$ cat src/rtl/assert_macros.svh
// Assertion helpers shared by the calendar arithmetic RTL.
// Each macro samples on the rising edge of clk and is switched off while rst is high.
`ifndef ASSERT_MACROS_SVH
`define ASSERT_MACROS_SVH

// Whenever the antecedent holds, the consequent must hold in the same cycle
`define ASSERT_IMPLIES(label, ante, cons, msg) \
  label: assert property (@(posedge clk) disable iff (rst) (ante) |-> (cons)) \
    else $error(msg);

// The condition must never be seen at a clock edge
`define ASSERT_NEVER(label, cond, msg) \
  label: assert property (@(posedge clk) disable iff (rst) !(cond)) \
    else $error(msg);

`endif

$ cat src/rtl/calda_pkg.sv
// ----------------------------------------------------------------------------
// calda_pkg
// Widths, calendar constants and month tables for the Gregorian date
// arithmetic block.
// ----------------------------------------------------------------------------
`timescale 1ns / 1ps
`default_nettype none

package calda_pkg;

  // Field widths
  localparam int YEAR_W  = 14;
  localparam int MONTH_W = 4;
  localparam int DAY_W   = 5;
  localparam int OFF_W   = 23;
  localparam int DIFF_W  = 23;
  localparam int DOY_W   = 9;   // day of March-based year, 0..365
  localparam int ZR_W    = 22;  // raw day number of a valid date
  localparam int F_W     = 23;  // day count of any 14-bit year
  localparam int Z_W     = 24;  // signed raw day number plus offset
  localparam int BIT_W   = $clog2(YEAR_W);

  // Reciprocal of 100: floor(x / 100) == (x * 5243) >> 19 for x < 43690
  localparam int RECIP_W  = 13;
  localparam int RECIP_SH = 19;
  localparam logic [RECIP_W-1:0] RECIP_100 = 13'd5243;
  localparam int P100_W = YEAR_W + RECIP_W;
  localparam int P400_W = YEAR_W - 2 + RECIP_W;
  localparam int Q100_W = P100_W - RECIP_SH;
  localparam int Q400_W = P400_W - RECIP_SH;
  localparam int R100_W = Q100_W + 7;

  localparam logic [F_W-1:0]    DAYS_YEAR = 23'd365;
  localparam logic [R100_W-1:0] CENTURY   = 15'd100;

  // Calendar limits
  localparam logic [YEAR_W-1:0]  YEAR_MIN  = 14'd1;
  localparam logic [YEAR_W-1:0]  YEAR_MAX  = 14'd9999;
  localparam logic [MONTH_W-1:0] MONTH_JAN = 4'd1;
  localparam logic [MONTH_W-1:0] MONTH_FEB = 4'd2;
  localparam logic [MONTH_W-1:0] MONTH_MAR = 4'd3;
  localparam logic [MONTH_W-1:0] MONTH_DEC = 4'd12;
  localparam logic [DAY_W-1:0]   DAY_FIRST = 5'd1;
  localparam logic [DAY_W-1:0]   DAY_LAST  = 5'd31;
  localparam logic [DOY_W-1:0]   DOY_MAX   = 9'd365;
  // March-based month index of January; January and February follow December
  localparam logic [MONTH_W-1:0] MP_JAN    = 4'd10;
  localparam logic [MONTH_W-1:0] MP_WRAP   = 4'd9;

  // Raw day numbers of 0001-01-01 and 9999-12-31
  localparam logic [ZR_W-1:0] RAW_MIN = 22'd306;
  localparam logic [ZR_W-1:0] RAW_MAX = 22'd3652364;

  typedef enum logic {
    OP_SHIFT = 1'b0,
    OP_DIFF  = 1'b1
  } op_t;

  // Result of the shared day-count unit
  typedef struct packed {
    logic [F_W-1:0] f;     // days from March 1 of year 0 to March 1 of year c
    logic           leap;  // operand is a leap year
  } unit_res_t;

  // First day of each month within a year that starts on March 1
  function automatic logic [DOY_W-1:0] month_start(input logic [MONTH_W-1:0] mp);
    logic [DOY_W-1:0] s;
    unique case (mp)
      4'd0:    s = 9'd0;
      4'd1:    s = 9'd31;
      4'd2:    s = 9'd61;
      4'd3:    s = 9'd92;
      4'd4:    s = 9'd122;
      4'd5:    s = 9'd153;
      4'd6:    s = 9'd184;
      4'd7:    s = 9'd214;
      4'd8:    s = 9'd245;
      4'd9:    s = 9'd275;
      4'd10:   s = 9'd306;
      4'd11:   s = 9'd337;
      default: s = 9'd0;
    endcase
    return s;
  endfunction

  // Length of calendar month m (1..12)
  function automatic logic [DAY_W-1:0] month_days(input logic [MONTH_W-1:0] m,
                                                  input logic leap);
    logic [DAY_W-1:0] n;
    unique case (m)
      4'd2:                      n = leap ? 5'd29 : 5'd28;
      4'd4, 4'd6, 4'd9, 4'd11:   n = 5'd30;
      default:                   n = 5'd31;
    endcase
    return n;
  endfunction

endpackage

`default_nettype wire

$ cat src/rtl/calda_cmd_if.sv
// ----------------------------------------------------------------------------
// calda_cmd_if
// Request channel: operation code, two dates and a signed day offset.
// ----------------------------------------------------------------------------
`timescale 1ns / 1ps
`default_nettype none

interface calda_cmd_if;
  logic                                valid;
  logic                                ready;
  logic                                op;
  logic [calda_pkg::YEAR_W-1:0]        year_a;
  logic [calda_pkg::MONTH_W-1:0]       month_a;
  logic [calda_pkg::DAY_W-1:0]         day_a;
  logic signed [calda_pkg::OFF_W-1:0]  offset;
  logic [calda_pkg::YEAR_W-1:0]        year_b;
  logic [calda_pkg::MONTH_W-1:0]       month_b;
  logic [calda_pkg::DAY_W-1:0]         day_b;

  modport source (
    output valid, op, year_a, month_a, day_a, offset, year_b, month_b, day_b,
    input  ready
  );

  modport sink (
    input  valid, op, year_a, month_a, day_a, offset, year_b, month_b, day_b,
    output ready
  );
endinterface

`default_nettype wire

$ cat src/rtl/calda_res_if.sv
// ----------------------------------------------------------------------------
// calda_res_if
// Result channel: shifted date, day difference and comparison flags.
// ----------------------------------------------------------------------------
`timescale 1ns / 1ps
`default_nettype none

interface calda_res_if;
  logic                                 valid;
  logic                                 ready;
  logic [calda_pkg::YEAR_W-1:0]         year_out;
  logic [calda_pkg::MONTH_W-1:0]        month_out;
  logic [calda_pkg::DAY_W-1:0]          day_out;
  logic signed [calda_pkg::DIFF_W-1:0]  difference;
  logic                                 a_after_b;
  logic                                 dates_equal;
  logic                                 out_of_range;

  modport source (
    output valid, year_out, month_out, day_out, difference, a_after_b, dates_equal,
           out_of_range,
    input  ready
  );

  modport sink (
    input  valid, year_out, month_out, day_out, difference, a_after_b, dates_equal,
           out_of_range,
    output ready
  );
endinterface

`default_nettype wire

$ cat src/rtl/calda_unit.sv
// ----------------------------------------------------------------------------
// calda_unit
// Shared day-count unit: registers the products of a year operand, then
// sums them into the day count up to that year and flags leap years.
// ----------------------------------------------------------------------------
`timescale 1ns / 1ps
`default_nettype none

module calda_unit (
  input  logic                         clk,
  input  logic [calda_pkg::YEAR_W-1:0] c,
  output calda_pkg::unit_res_t         res
);
  import calda_pkg::*;

  logic [P100_W-1:0] prod100;
  logic [P400_W-1:0] prod400;
  logic [YEAR_W-1:0] opnd;
  logic [Q100_W-1:0] q100;
  logic [Q400_W-1:0] q400;
  logic [F_W-1:0]    m365;
  logic [R100_W-1:0] r100;
  logic              cent_exact;

  // Divide by 100 and by 400 through the reciprocal
  always_comb begin
    prod100 = P100_W'(c) * P100_W'(RECIP_100);
    prod400 = P400_W'(c[YEAR_W-1:2]) * P400_W'(RECIP_100);
  end

  // Hold the operand and its partial results
  always_ff @(posedge clk) begin
    opnd <= c;
    q100 <= prod100[RECIP_SH +: Q100_W];
    q400 <= prod400[RECIP_SH +: Q400_W];
    m365 <= F_W'(c) * DAYS_YEAR;
  end

  // 365y + y/4 - y/100 + y/400
  assign res.f = m365 + F_W'(opnd[YEAR_W-1:2]) - F_W'(q100) + F_W'(q400);

  // Leap when divisible by 4, except centuries not divisible by 400
  always_comb begin
    r100       = R100_W'(q100) * CENTURY;
    cent_exact = (r100 == R100_W'(opnd));
    res.leap   = (opnd[1:0] == 2'b00) && (!cent_exact || (q100[1:0] == 2'b00));
  end

endmodule

`default_nettype wire

$ cat src/rtl/calendar_date_arithmetic.sv
// ----------------------------------------------------------------------------
// calendar_date_arithmetic
// Gregorian date shift and day difference over years 1 to 9999.
// ----------------------------------------------------------------------------
// Each request carries two dates and a signed offset. Dates outside the
// calendar are first pulled to the nearest valid date (year, then month, then
// day). A shift (op 0) adds the offset to date A and returns the new date,
// pinned to 0001-01-01 or 9999-12-31 with out_of_range set when it leaves the
// calendar; a difference (op 1) returns the days from B to A. Both report
// whether A is after B and whether they are equal. One request is in flight
// at a time. A shift then runs a year search of 14 steps, each loading a
// candidate year into the single day-count unit and testing it; a difference
// skips the search. A finished result sits in the output register while the
// next request is taken.
// ----------------------------------------------------------------------------
`timescale 1ns / 1ps
`default_nettype none
`include "assert_macros.svh"

module calendar_date_arithmetic (
  input  logic   clk,
  input  logic   rst,
  calda_cmd_if.sink   cmd,
  calda_res_if.source res
);
  import calda_pkg::*;

  typedef enum logic [12:0] {
    S_IDLE  = 13'b0000000000001,
    S_LA    = 13'b0000000000010,
    S_DA    = 13'b0000000000100,
    S_FA    = 13'b0000000001000,
    S_DB    = 13'b0000000010000,
    S_FB    = 13'b0000000100000,
    S_CMP   = 13'b0000001000000,
    S_LOAD  = 13'b0000010000000,
    S_TEST  = 13'b0000100000000,
    S_FLOAD = 13'b0001000000000,
    S_CONV  = 13'b0010000000000,
    S_MD    = 13'b0100000000000,
    S_DONE  = 13'b1000000000000
  } state_t;

  state_t state, state_next;

  // Request registers
  op_t                     op_r;
  logic signed [OFF_W-1:0] off_r;
  logic [YEAR_W-1:0]       ya, yb;
  logic [MONTH_W-1:0]      ma, mb;
  logic [DAY_W-1:0]        da, db;

  // Working registers
  logic [DOY_W-1:0]        doy;
  logic [ZR_W-1:0]         za, zb, zt;
  logic [YEAR_W-1:0]       acc;
  logic [BIT_W-1:0]        bit_idx;
  logic [YEAR_W-1:0]       y_r;
  logic [MONTH_W-1:0]      m_r;
  logic [DAY_W-1:0]        d_r;
  logic [DIFF_W-1:0]       diff_r;
  logic                    gt_r, eq_r, oor_r;

  // Output register
  logic                    out_valid;
  logic [YEAR_W-1:0]       out_year;
  logic [MONTH_W-1:0]      out_month;
  logic [DAY_W-1:0]        out_day;
  logic [DIFF_W-1:0]       out_diff;
  logic                    out_after, out_equal, out_oor;

  // Combinational helpers
  unit_res_t               unit_res;
  logic [YEAR_W-1:0]       unit_c;
  logic [YEAR_W-1:0]       cand;
  logic [YEAR_W-1:0]       sel_y, yy_calc;
  logic [MONTH_W-1:0]      sel_m, sel_mp;
  logic [DAY_W-1:0]        sel_d, sel_ml, d_sat;
  logic [DOY_W-1:0]        doy_calc;
  logic signed [Z_W-1:0]   z_sum;
  logic [MONTH_W-1:0]      md_mp, md_month;
  logic [DAY_W-1:0]        md_day;
  logic [YEAR_W-1:0]       md_year;
  logic                    out_free;

  function automatic logic [YEAR_W-1:0] sat_year(input logic [YEAR_W-1:0] y);
    logic [YEAR_W-1:0] r;
    r = y;
    if (y < YEAR_MIN) r = YEAR_MIN;
    if (y > YEAR_MAX) r = YEAR_MAX;
    return r;
  endfunction

  function automatic logic [MONTH_W-1:0] sat_month(input logic [MONTH_W-1:0] m);
    logic [MONTH_W-1:0] r;
    r = m;
    if (m < MONTH_JAN) r = MONTH_JAN;
    if (m > MONTH_DEC) r = MONTH_DEC;
    return r;
  endfunction

  // Take no beat while reset is held
  assign cmd.ready = (state == S_IDLE) && !rst;
  assign out_free  = !out_valid || res.ready;

  // Shared day-count unit
  calda_unit u_unit (
    .clk (clk),
    .c   (unit_c),
    .res (unit_res)
  );

  // Decode the date in work: clamp the day, find its day of year
  always_comb begin
    sel_y    = (state == S_DB) ? yb : ya;
    sel_m    = (state == S_DB) ? mb : ma;
    sel_d    = (state == S_DB) ? db : da;
    sel_mp   = (sel_m >= MONTH_MAR) ? sel_m - MONTH_MAR : sel_m + MP_WRAP;
    sel_ml   = month_days(sel_m, unit_res.leap);
    if (sel_d < DAY_FIRST) begin
      d_sat = DAY_FIRST;
    end else if (sel_d > sel_ml) begin
      d_sat = sel_ml;
    end else begin
      d_sat = sel_d;
    end
    doy_calc = month_start(sel_mp) + DOY_W'(d_sat) - DOY_W'(DAY_FIRST);
    yy_calc  = sel_y - YEAR_W'(sel_m <= MONTH_FEB);
  end

  // Pick the operand of the day-count unit
  always_comb begin
    cand = acc | (YEAR_W'(1) << bit_idx);
    unique case (state)
      S_LA:    unit_c = ya;
      S_DA:    unit_c = yy_calc;
      S_FA:    unit_c = yb;
      S_DB:    unit_c = yy_calc;
      S_LOAD:  unit_c = cand;
      default: unit_c = acc;
    endcase
  end

  // Shifted raw day number
  assign z_sum = $signed({2'b00, za}) + $signed({off_r[OFF_W-1], off_r});

  // Split the day of year back into month and day
  always_comb begin
    md_mp = '0;
    for (int i = 1; i < 12; i++) begin
      if (doy >= month_start(MONTH_W'(i))) md_mp = MONTH_W'(i);
    end
    md_day   = DAY_W'(doy - month_start(md_mp)) + DAY_FIRST;
    md_month = (md_mp < MP_JAN) ? md_mp + MONTH_MAR : md_mp - MP_WRAP;
    md_year  = acc + YEAR_W'(md_month <= MONTH_FEB);
  end

  // Sequencer
  always_comb begin
    state_next = state;
    unique case (state)
      S_IDLE:  if (cmd.valid) state_next = S_LA;
      S_LA:    state_next = S_DA;
      S_DA:    state_next = S_FA;
      S_FA:    state_next = S_DB;
      S_DB:    state_next = S_FB;
      S_FB:    state_next = S_CMP;
      S_CMP:   state_next = (op_r == OP_DIFF) ? S_DONE : S_LOAD;
      S_LOAD:  state_next = S_TEST;
      S_TEST:  state_next = (bit_idx == '0) ? S_FLOAD : S_LOAD;
      S_FLOAD: state_next = S_CONV;
      S_CONV:  state_next = S_MD;
      S_MD:    state_next = S_DONE;
      S_DONE:  if (out_free) state_next = S_IDLE;
      default: state_next = S_IDLE;
    endcase
  end

  always_ff @(posedge clk) begin
    if (rst) begin
      state <= S_IDLE;
    end else begin
      state <= state_next;
    end
  end

  // Datapath
  always_ff @(posedge clk) begin
    unique case (state)
      S_IDLE: begin
        if (cmd.valid) begin
          op_r  <= op_t'(cmd.op);
          off_r <= cmd.offset;
          ya    <= sat_year(cmd.year_a);
          ma    <= sat_month(cmd.month_a);
          da    <= cmd.day_a;
          yb    <= sat_year(cmd.year_b);
          mb    <= sat_month(cmd.month_b);
          db    <= cmd.day_b;
        end
      end
      S_DA:   doy <= doy_calc;
      S_FA:   za  <= ZR_W'(unit_res.f + F_W'(doy));
      S_DB:   doy <= doy_calc;
      S_FB:   zb  <= ZR_W'(unit_res.f + F_W'(doy));
      S_CMP: begin
        gt_r <= (za > zb);
        eq_r <= (za == zb);
        if (op_r == OP_DIFF) begin
          diff_r <= DIFF_W'(za) - DIFF_W'(zb);
          y_r    <= '0;
          m_r    <= '0;
          d_r    <= '0;
          oor_r  <= 1'b0;
        end else begin
          diff_r  <= '0;
          acc     <= '0;
          bit_idx <= BIT_W'(YEAR_W - 1);
          // Pin the shifted date to the calendar ends
          if (z_sum < $signed({2'b00, RAW_MIN})) begin
            zt    <= RAW_MIN;
            oor_r <= 1'b1;
          end else if (z_sum > $signed({2'b00, RAW_MAX})) begin
            zt    <= RAW_MAX;
            oor_r <= 1'b1;
          end else begin
            zt    <= ZR_W'(z_sum);
            oor_r <= 1'b0;
          end
        end
      end
      S_TEST: begin
        // Keep the bit when the candidate year does not pass the day number
        if (unit_res.f <= F_W'(zt)) acc <= cand;
        bit_idx <= bit_idx - 1'b1;
      end
      S_CONV: doy <= DOY_W'(F_W'(zt) - unit_res.f);
      S_MD: begin
        y_r <= md_year;
        m_r <= md_month;
        d_r <= md_day;
      end
      default: ;
    endcase
  end

  // Output register: hold the beat until taken
  always_ff @(posedge clk) begin
    if (rst) begin
      out_valid <= 1'b0;
    end else if (state == S_DONE && out_free) begin
      out_valid <= 1'b1;
    end else if (res.ready) begin
      out_valid <= 1'b0;
    end
  end

  always_ff @(posedge clk) begin
    if (state == S_DONE && out_free) begin
      out_year  <= y_r;
      out_month <= m_r;
      out_day   <= d_r;
      out_diff  <= diff_r;
      out_after <= gt_r;
      out_equal <= eq_r;
      out_oor   <= oor_r;
    end
  end

  assign res.valid        = out_valid;
  assign res.year_out     = out_year;
  assign res.month_out    = out_month;
  assign res.day_out      = out_day;
  assign res.difference   = out_diff;
  assign res.a_after_b    = out_after;
  assign res.dates_equal  = out_equal;
  assign res.out_of_range = out_oor;

  // Checks
  `ASSERT_IMPLIES(a_oor_pinned, out_valid && out_oor,
    (out_year == YEAR_MIN && out_month == MONTH_JAN && out_day == DAY_FIRST) ||
    (out_year == YEAR_MAX && out_month == MONTH_DEC && out_day == DAY_LAST),
    "out of range result not pinned to a calendar end")
  `ASSERT_NEVER(a_equal_consistent,
    out_valid && out_equal && (out_after || out_diff != '0),
    "equal dates reported with order or distance")
  `ASSERT_IMPLIES(a_year_found, state == S_CONV, acc <= YEAR_MAX,
    "year search ran past the calendar")
  `ASSERT_IMPLIES(a_doy_bound, state == S_MD, doy <= DOY_MAX,
    "day of year beyond one year")
  `ASSERT_IMPLIES(a_load_from_done, $rose(out_valid), $past(state == S_DONE),
    "result raised outside the hand-off state")

endmodule

`default_nettype wire
$ cat src/flat_wrapper.sv
// flat-port wrapper written by rule: the top's interface ports become plain ports
module calendar_date_arithmetic_flat import calda_pkg::*;
  (clk, rst, cmd_valid, cmd_op, cmd_year_a, cmd_month_a, cmd_day_a, cmd_offset, cmd_year_b, cmd_month_b, cmd_day_b, cmd_ready, res_valid, res_year_out, res_month_out, res_day_out, res_difference, res_a_after_b, res_dates_equal, res_out_of_range, res_ready);
  calda_cmd_if cmd_i ();
  calda_res_if res_i ();
  input  logic clk;
  input  logic rst;
  input wire logic [$bits(cmd_i.valid)-1:0] cmd_valid;
  input wire logic [$bits(cmd_i.op)-1:0] cmd_op;
  input wire logic [$bits(cmd_i.year_a)-1:0] cmd_year_a;
  input wire logic [$bits(cmd_i.month_a)-1:0] cmd_month_a;
  input wire logic [$bits(cmd_i.day_a)-1:0] cmd_day_a;
  input wire logic [$bits(cmd_i.offset)-1:0] cmd_offset;
  input wire logic [$bits(cmd_i.year_b)-1:0] cmd_year_b;
  input wire logic [$bits(cmd_i.month_b)-1:0] cmd_month_b;
  input wire logic [$bits(cmd_i.day_b)-1:0] cmd_day_b;
  output wire logic [$bits(cmd_i.ready)-1:0] cmd_ready;
  output wire logic [$bits(res_i.valid)-1:0] res_valid;
  output wire logic [$bits(res_i.year_out)-1:0] res_year_out;
  output wire logic [$bits(res_i.month_out)-1:0] res_month_out;
  output wire logic [$bits(res_i.day_out)-1:0] res_day_out;
  output wire logic [$bits(res_i.difference)-1:0] res_difference;
  output wire logic [$bits(res_i.a_after_b)-1:0] res_a_after_b;
  output wire logic [$bits(res_i.dates_equal)-1:0] res_dates_equal;
  output wire logic [$bits(res_i.out_of_range)-1:0] res_out_of_range;
  input wire logic [$bits(res_i.ready)-1:0] res_ready;
  assign cmd_i.valid = cmd_valid;
  assign cmd_i.op = cmd_op;
  assign cmd_i.year_a = cmd_year_a;
  assign cmd_i.month_a = cmd_month_a;
  assign cmd_i.day_a = cmd_day_a;
  assign cmd_i.offset = cmd_offset;
  assign cmd_i.year_b = cmd_year_b;
  assign cmd_i.month_b = cmd_month_b;
  assign cmd_i.day_b = cmd_day_b;
  assign cmd_ready = cmd_i.ready;
  assign res_valid = res_i.valid;
  assign res_year_out = res_i.year_out;
  assign res_month_out = res_i.month_out;
  assign res_day_out = res_i.day_out;
  assign res_difference = res_i.difference;
  assign res_a_after_b = res_i.a_after_b;
  assign res_dates_equal = res_i.dates_equal;
  assign res_out_of_range = res_i.out_of_range;
  assign res_i.ready = res_ready;
  calendar_date_arithmetic u_core (.clk(clk), .rst(rst), .cmd(cmd_i), .res(res_i));
endmodule
$ cat config.mk
export PLATFORM = sky130hd
export DESIGN_NAME = calendar_date_arithmetic_flat
export DESIGN_NICKNAME = d
export VERILOG_FILES = /design/src/rtl/calda_pkg.sv /design/src/rtl/calda_cmd_if.sv /design/src/rtl/calda_res_if.sv /design/src/rtl/calda_unit.sv /design/src/rtl/calendar_date_arithmetic.sv /design/src/flat_wrapper.sv
export VERILOG_INCLUDE_DIRS = /design/src /design/src/rtl
export SDC_FILE = /design/constraint.sdc
export NUM_CORES = 1
export LEC_CHECK = 0
export ABC_AREA = 1
export BUFFER_PORTS_ARGS = -buffer_cell sky130_fd_sc_hd__buf_2
export CORE_MARGIN = 8
export CORE_UTILIZATION = 25
export DETAILED_ROUTE_END_ITERATION = 8
export HOLD_SLACK_MARGIN = 0.06
export PLACE_DENSITY = 0.45
export RECOVER_POWER = 50
export SYNTH_ARGS = -nofsm -noshare
export SYNTH_HDL_FRONTEND = slang
export SYNTH_SLANG_ARGS = --single-unit
$ cat constraint.sdc
create_clock -name clk -period 7.2 [get_ports clk]
set_input_delay 2.16 -clock clk [delete_from_list [all_inputs] [get_ports clk]]
set_output_delay 2.16 -clock clk [all_outputs]
set_load 0.05 [all_outputs]
Word-level counts from Yosys, hierarchy flattened
Memory sizes are Yosys's and may differ from the RTL's.
Cells that the tools add are included.

word-level totals
  word-level logic and storage cells = 195
  memory bits (read-only) = 288
  output and inout port bits = 51
  bits of input ports = 74
  memories kept = 2
  bits in registers = 326

memory list
  name              words  width  read ports  clocked after Yosys merged registers in  write ports  RTL line         source
  (name not given)  16     9      1           0                                        0            calda_pkg.sv:68  unique case (mp)
  (name not given)  16     9      1           0                                        0            calda_pkg.sv:68

cells by class
  add/sub/neg operators = 18
  order comparisons = 29
  bitwise gates (word level) = 2
  shift-type cells = 1
  multipliers = 4
  reductions and logical operators = 28
  multiplexer cells = 47
  eq/ne operators = 25

operator list
  cell                                                          count
  case mux 13 bit (13 select lines)                             1
  two-way mux 14 bit                                            6
  case mux 14 bit (2 select lines)                              2
  case mux 14 bit (4 select lines)                              1
  two-way mux 4 bit                                             11
  two-way mux 13 bit                                            3
  >= comparator 9 x 8 -> 1 bit, second input constant           4
  > comparator 14 bit, second input constant                    2
  less-than comparator 14 x 1 -> 1 bit, second input constant   2
  >= comparator 9 bit, second input constant                    3
  multiplier 14 x 13 -> 27 bit, second input constant           1
  multiplier 12 x 13 -> 25 bit, second input constant           1
  adder 23 x 23 -> 24 bit                                       1
  > comparator 24 x 23 -> 1 bit, second input constant          1
  less-than comparator 24 x 10 -> 1 bit, second input constant  1
  adder 23 x 12 -> 23 bit                                       1
  adder 23 x 6 -> 23 bit                                        1
  <= comparator 23 x 22 -> 1 bit                                1
  multiplier 14 x 9 -> 23 bit, second input constant            1
  subtractor 22 x 22 -> 23 bit                                  1
  subtractor 23 x 8 -> 23 bit                                   1
  adder 22 x 9 -> 22 bit                                        1
  == test 22 bit                                                1
  > comparator 22 bit                                           1
  other kinds (64)                                              105

Longest topological paths before layout
Gate-level depths: netlist of run 1.

  depth in word-level cells = 17
  depth in mapped cells = 43
  mapped depth without buffers = 42

Cells and area by module
From an unflattened synthesis of run 1, not the netlist that was laid out.

unflattened totals
  cells, all modules = 3,524
  area total of the unflattened synthesis = 29,583.4 sq um

modules (own cells, without submodules)
  module                    cells an instance  sequential area each (sq um)  area each (sq um)  instances
  calendar_date_arithmetic  1,953              8,117.8                       17,088.9           1
  calda_unit                1,571              980.9                         12,494.5           1

Least setup slack after synthesis of run 1
No wires, ideal clock.

  path type = reg-to-reg
  start point = register u_core.state[6]
  end point = register u_core.u_unit.q100[7]
  library setup time = 114 ps
  arrival time = 7,202 ps
  slack = -116 ps
  data required time = 7,086 ps
  buffers on the path = 1
  cell stages (with the launch flop) = 42
  path through = dfxtp_1 nor2_4 nand3_2 nor2_8 nand2_4 buf_2 nand2_1 nand2_2 inv_1 ha_1 inv_1 a21oi_1 ha_1 ha_1 inv_1 nor3_2 nand2_1 nor2_1 (+6 left out) inv_1 fa_1 fa_1 inv_1 fa_1 inv_1 ha_1 nand2_1 inv_1 a21oi_1 nor2_1 o21bai_1 nand3_1 or2_2 nand2_1 inv_1 nand3_1 nand2_1

on the way
  word-level cells in the longest chain between the ends = 6
  elaborated cells on any way between the ends = 12
  those cells by class = add/sub: 1; mul: 1; order compare: 1; eq/ne: 5; mux: 3; reduce/logical: 1

RTL lines
  element                               RTL line                                                                                           source
  start: declaration                    calendar_date_arithmetic.sv:44                                                                     state_t state, state_next;
  start signal: assignment              calendar_date_arithmetic.sv:183                                                                    state <= state_next;
  == test 13 x 5 -> 1 bit               calendar_date_arithmetic.sv:115, calendar_date_arithmetic.sv:116, calendar_date_arithmetic.sv:134
  two-way mux 4 bit                     calendar_date_arithmetic.sv:116                                                                    sel_m = (state == S_DB) ? mb : ma;
  <= comparator 4 x 2 -> 1 bit          calendar_date_arithmetic.sv:128                                                                    yy_calc = sel_y - YEAR_W'(sel_m <= MONTH_FEB);
  subtractor 14 x 1 -> 14 bit           calendar_date_arithmetic.sv:128
  case mux 14 bit (4 select lines) (*)  calendar_date_arithmetic.sv:134                                                                    unique case (state)
  via u_core.u_unit.c, one bit          calda_unit.sv:11                                                                                   input logic [calda_pkg::YEAR_W-1:0] c,
  multiplier 14 x 13 -> 27 bit (*)      calda_unit.sv:27                                                                                   prod100 = P100_W'(c) * P100_W'(RECIP_100);
  via u_core.u_unit.prod100[26]         calda_unit.sv:16                                                                                   logic [P100_W-1:0] prod100;
  end signal: assignment                calda_unit.sv:34                                                                                   q100 <= prod100[RECIP_SH +: Q100_W];
  end: declaration                      calda_unit.sv:19                                                                                   logic [Q100_W-1:0] q100;

The timed path passes the listed nets; every way through them passes the cells marked *.
A chain may end at the register's enable or synchronous reset.

Final worst setup path of run 1
  start point = register u_core.state[3]
  end point = register u_core.u_unit.q100[5]

The elaborated chain is that of the path after synthesis.

==> results of run 1 <==
## layer usage
layer	vias to the layer above	GRT usage, %
li1	11700	-
met2	368	22.4
met3	93	1.68
met5	-	0
met4	0	2.87
met1	10700	16.6
## Yosys cell counts (44+ instances only)
master | number | area (sq um)
edfxtp_1 | 261 | 7840
ha_1 | 392 | 4900
dfxtp_1 | 63 | 1260
inv_1 | 756 | 2840
o21ai_0 | 111 | 556
nand2_1 | 605 | 2270
fa_1 | 167 | 3340
nor2_1 | 252 | 946
nor3_1 | 44 | 220
a21oi_1 | 197 | 986
nand3_1 | 138 | 691
nand4_1 | 45 | 282
xor2_1 | 66 | 578
## stage by stage
| stage | power [mW] | hold WS, ps |
|---|---|---|
| after CTS | 12.1 | 414 |
| after global routing | 13.5 | 418 |
| after detailed placement | 9.94 | 405 |
| after global placement | 9.94 | 402 |
| final | 12.3 | 415 |
| after floorplan | 7.55 | 400 |
## repair_timing
action,CTS,global route
endpoints found under the setup margin,7,22
setup buffers,1,9
gates resized for setup,5,87
pin swaps,4,45
hold endpoints to repair,0,0
cloned,0,1
## worst min path at each step
stage,start,end
3_3_place_gp,u_core.diff_r[5],u_core.res.difference[5]
2_1_floorplan,u_core.gt_r,u_core.res.a_after_b
4_1_cts,u_core.diff_r[8],u_core.res.difference[8]
5_1_grt,u_core.diff_r[8],u_core.res.difference[8]
3_5_place_dp,u_core.diff_r[16],u_core.res.difference[16]
6_report,u_core.diff_r[8],u_core.res.difference[8]
## worst max-delay path: cells and delay by family, from the launching register on
kind	cells	cell delay (ps)
adder cells (fa/ha/maj)	9	3060
AND/OR/NAND/NOR	15	2110
buffers and inverters	8	740
AO/OA/AOI/OAI	2	400
XOR/XNOR	1	160
flip-flops	1	330
## sequential cells by signal, indices dropped and copies added, names as in the netlist, 5 cells and up
register,flops
u_core.u_unit.m365,23
u_core.u_unit.opnd,12
u_core.res.day_out,5
u_core.zt,22
u_core.y_r,14
u_core.res.difference,23
u_core.za,22
u_core.u_unit.q400,6
u_core.diff_r,23
u_core.res.year_out,14
u_core.d_r,5
u_core.ya,14
u_core.u_unit.q100,8
u_core.state,13
u_core.doy,9
u_core.acc,14
u_core.yb,14
u_core.db,5
u_core.da,5
u_core.zb,22
u_core.off_r,23
## layout make-up
cell class                 count  area [sq um]  area share [%]
sequential                   324          9100            26.5
clock buffer                  58          1150            3.35
timing repair buffer         299          2020            5.87
clock inverter                19           164           0.477
inverter                     764          2870            8.34
tap                         1512          1890            5.50
multi-input combinational   2274         17200            50.0
## power by group through the flow
stage | logic (mW) | registers, mW | clock network [mW]
floorplan | 5.14 | 2.41 | 0
global placement | 7.51 | 2.43 | 0
CTS | 7.58 | 2.39 | 2.10
finish | 7.86 | 2.39 | 2.02
global route | 8.96 | 2.40 | 2.17
detailed placement | 7.51 | 2.43 | 0
## cells by family after synthesis
group / count (synthesis) / share of synthesized area [%]
AOI/OAI and AO/OA: 444 / 8.87
xor gates and xnor gates: 101 / 3.12
adders and majority gates: 559 / 28.6
buffers and inverters: 787 / 10.3
DFF: 324 / 31.5
muxes: 3 / 0.104
and+or+nand+nor: 1167 / 17.5
==> results.cfg, run 1 <==
[finish]
area_growth_pct = 19.2
most-common-layout-cells = inv_1 (747), nand2_1 (597), ha_1 (377)
final_cells = 5250
final_common_cell = inv_1
fillers = 12300
drive_gt1_share_pct = 13.1
antenna_cells = 0
final_util_pct = 30.1
design_area_sq_um = 34400
fin_nets = 4338

[grt]
grt_max_degree = 50
grt_use_total_pct = 12.8
grt_pass1_wl_mm = 129
grt_pass1_vias = 23400
antenna_found_initial = 0
grt_overflow = 0

[setup_path]
cp-end-kind = register
path_class = register to register
startpoint = u_core.state[3]
critPathCapture = u_core.u_unit.q100[5]
r2r-end = u_core.u_unit.q100[5]
setup.worst_path.start_class = register
cpPeakStageDelay_ps = 550
rr_startpoint = u_core.state[3]
cp.arrival_ps = 7390
required_ps = 7700
path_max_fanout = 5
r2r_cells = 35
crit_slowest_cell = fa_1
ff2ff_setup_slack_ps = 300

[die]
die_h_microns = 356
dieArea_sq_um = 127000
start_util_pct = 25.2
core_sq_um = 114000
boundaryPins = 125
die_x_microns = 356
rows = 124

[cts]
cts_tree = built
cts_htree_levels = 2
cts_hold_buf = 0
clock_sinks = 324
cts_buffer_depth = 3
clock-root-buffer = clkbuf_16
cts_buffers = 42
insertion_delay_ps = 580
clk_pin_slew_worst_paths_ps = 60

[logic_synthesis]
netlist_area_sq_um = 28900
synth_edf_count = 261
syn_nets = 4018
synth_seq_cells = 324
syn_area_per_cell_sq_um = 8.52
yosysSeqAreaShare_pct = 31.5
async_flop_share_pct = 0
ys.flop_type = edfxtp_1
ys_types = 60
yosysWarnings = 0
netlist_instances = 3385

[pwr]
p_per_area_nw_per_um2 = 357
swShare_pct = 45.1
irDropWorstVdd_mv = 0.184
switching_power_mw = 5.53
p_clk_share_pct = 16.5
internal-power_mw = 6.74
pwr-share-comb_pct = 64.0
seqPwrFrac_pct = 19.5
leakage_nw = 16.6

[placed_design]
place_ws_ps = -166
dp_cells = 5163
placed_cell_area_sq_um = 32600
post-dp-hpwl_mm = 68.9
place_congestion = 0.866
io_buffers = 124

[routing]
avgViaCountPerCell = 4.34
drc = 0
first_pass_iters = 5
postRouteAntennaNets = 0
wl_per_cell_microns = 15.7
num_vias = 22800
wl_met2_mm = 39.9
dr.first_iter.drc_count = 1252
top_layer_used = met4
wl_met3_mm = 3.54
wirelength_mm = 82.2
wl_met1_mm = 37.2

[sta]
maxSlewHeadroom_pct = -25.0
hold_viol = 0
layout_setup_ws_ps = 303
finalCritPeriodShare_pct = 95.8
worstMarginPinSlew_ps = 1870
min_period_ps = 6900
fin_worst_skew_ps = 24.5
slew_violations = 25
fin_tns_setup_ps = 0
final-setup-viol-count = 0
max_freq_ghz = 0.145

[run_status]
violations = capacitance limit, slew limit
status = finished, violations left

[job]
max-cap-violations = 1

[hold_path]
min_path_cells = 0
hold_class = register to register
No activity file was read; power rests on OpenSTA's default activity.
==> run 2: changes to the inputs <==
--- a/config.mk
+++ b/config.mk
@@ -8,11 +8,13 @@
 export LEC_CHECK = 0
 export ABC_AREA = 1
 export BUFFER_PORTS_ARGS = -buffer_cell sky130_fd_sc_hd__buf_2
+export CELL_PAD_IN_SITES_DETAIL_PLACEMENT = 0
+export CELL_PAD_IN_SITES_GLOBAL_PLACEMENT = 1
 export CORE_MARGIN = 8
 export CORE_UTILIZATION = 25
 export DETAILED_ROUTE_END_ITERATION = 8
 export HOLD_SLACK_MARGIN = 0.06
-export PLACE_DENSITY = 0.45
+export PLACE_DENSITY = 0.54
 export RECOVER_POWER = 50
 export SYNTH_ARGS = -nofsm -noshare
 export SYNTH_HDL_FRONTEND = slang
==> run 2 against run 1 <==
Critical path depth grew 8. Critical endpoint is now u_core.u_unit.q400[5]. The run still ends with capacitance limit, slew limit left. Critical path type unchanged. Sequential power is essentially flat. Register-to-register slack got worse by 40 ps. Via count decreased by 1.5%. Largest power group unchanged. Worst hold slack improved by 0.71 ps.
==> results.cfg, run 2 (same netlist as run 1, synthesis figures left out) <==
[run_status]
status = finished, violations left
violations = capacitance limit, slew limit

[placed_design]
post-dp-hpwl_mm = 72.2
place_congestion = 0.840
io_buffers = 124
place_ws_ps = -182

[setup_path]
setup.worst_path.start_class = register
crit_top_cell = inv_1
critPathCapture = u_core.u_unit.q400[5]
path_max_fanout = 4
crit_slowest_cell = fa_1
cp-end-kind = register
ff2ff_setup_slack_ps = 260
cp.arrival_ps = 7460
startpoint = u_core.state[11]
r2r_cells = 43
cpPeakStageDelay_ps = 550
rr_startpoint = u_core.state[11]
r2r-end = u_core.u_unit.q400[5]
path_class = register to register
required_ps = 7720

[finish]
area_growth_pct = 19.1
fin_nets = 4321
fillers = 12200
most-common-layout-cells = inv_1 (749), nand2_1 (596), ha_1 (378)
final_util_pct = 30.0
antenna_cells = 0
multi_input_area_sq_um = 17200
final_common_cell = inv_1
drive_gt1_share_pct = 13.1
seqCellArea_sq_um = 9110

[job]
max-cap-violations = 1

[grt]
antenna_found_initial = 0
grt_pass1_wl_mm = 132
grt_overflow = 0
grt_max_degree = 50
grt_use_total_pct = 13.2
grt_pass1_vias = 23300

[pwr]
leakage_nw = 16.5
p_clk_share_pct = 17.9
p_per_area_nw_per_um2 = 358
swShare_pct = 45.2
seqPwrFrac_pct = 19.4
irDropWorstVdd_mv = 0.175
power_mw = 12.3
pwr-share-comb_pct = 62.6
switching_power_mw = 5.57
internal-power_mw = 6.74

[cts]
clock-root-buffer = clkbuf_16
cts_buffers = 40
cts_htree_levels = 2
clock_sinks = 324
clk_pin_slew_worst_paths_ps = 60
cts_hold_buf = 0
cts_tree = built
insertion_delay_ps = 580
cts_buffer_depth = 3

[sta]
hold_viol = 0
max_freq_ghz = 0.144
maxSlewHeadroom_pct = -16.1
slew_violations = 25
min_period_ps = 6940
final-setup-viol-count = 0
worstMarginPinSlew_ps = 1740
fin_worst_skew_ps = 20.5
finalCritPeriodShare_pct = 96.3
layout_setup_ws_ps = 263

[die]
rows = 124
boundaryPins = 125
die_x_microns = 356
start_util_pct = 25.2
dieArea_sq_um = 127000
core_sq_um = 114000
die_h_microns = 356

[routing]
num_vias = 22500
dr.first_iter.drc_count = 1147
avgViaCountPerCell = 4.29
postRouteAntennaNets = 0
drc = 0
wl_per_cell_microns = 16.2
wirelength_mm = 85.0
first_pass_iters = 8

[hold_path]
hold_class = register to register
==> run 2: cell types whose count changed in the layout (fill, tap and decap cells not counted), sizes merged <==
cell      before  now
buf          296  282
clkbuf        61   49
bufinv         1    8
inv          764  767
clkinv        16   14
clkinvlp       2    1
==> run 2: worst max-delay path: cells and delay by family, from the launching register on <==
kind | cells | cell delay [ps]
XOR/XNOR | 1 | 170
buffers and inverters | 12 | 920
AO/OA/AOI/OAI | 5 | 950
AND/OR/NAND/NOR | 17 | 1680
adder cells (fa/ha/maj) | 8 | 2830
flip-flops | 1 | 330
==> run 2: what timing repair did <==
action / 4_1_cts / 5_1_grt
setup buffers: 1 / 25
cloned: 0 / 1
pin swaps: 3 / 41
setup endpoints to repair: 6 / 23
gates resized for setup: 5 / 92
==> run 2: how the worst min path moves through the flow <==
stage               slack [ps]  cells after the start         startpoint                   endpoint
detailed placement         410                      0   u_core.diff_r[5]   u_core.res.difference[5]
CTS                        420                      0  u_core.diff_r[13]  u_core.res.difference[13]
finish                     420                      0      u_core.y_r[4]     u_core.res.year_out[4]
global route               420                      0   u_core.diff_r[7]   u_core.res.difference[7]
global placement           400                      0   u_core.diff_r[8]   u_core.res.difference[8]
floorplan                  400                      0        u_core.gt_r       u_core.res.a_after_b
==> run 2: layout make-up <==
cell class | count | area share, %
flip-flops and latches | 324 | 26.5
clock buffers | 47 | 3.11
clock inverters | 26 | 1.03
inverters | 764 | 8.36
repair buffers | 284 | 5.46
well taps | 1512 | 5.51
multi-input cells | 2274 | 50.0
==> run 2: per-layer routing <==
layer  track usage [%]  vias up  wire length (microns)
li1                  -    11600                      -
met1              17.4    10500                  39100
met2              23.1      301                  40700
met3              1.60       96                   3230
met4              3.14        0                   1940
met5                 0        -                      0
==> run 2: power groups by stage <==
stage	logic [mW]	clock network [mW]	registers, mW
6_report	7.71	2.21	2.39
5_1_grt	8.87	2.34	2.40
4_1_cts	7.54	2.29	2.39
3_5_place_dp	7.47	0	2.43
3_3_place_gp	7.51	0	2.43
2_1_floorplan	5.14	0	2.41
==> run 2: stage by stage <==
step	std cells	area (sq um)	TNS [ps]	hold WS [ps]
after floorplan	3385	28900	0	400
after global routing	5231	34400	-262	422
after detailed placement	5131	32300	-443	405
final	5231	34400	0	416
after CTS	5205	33800	0	420
after global placement	5131	32300	-193	400
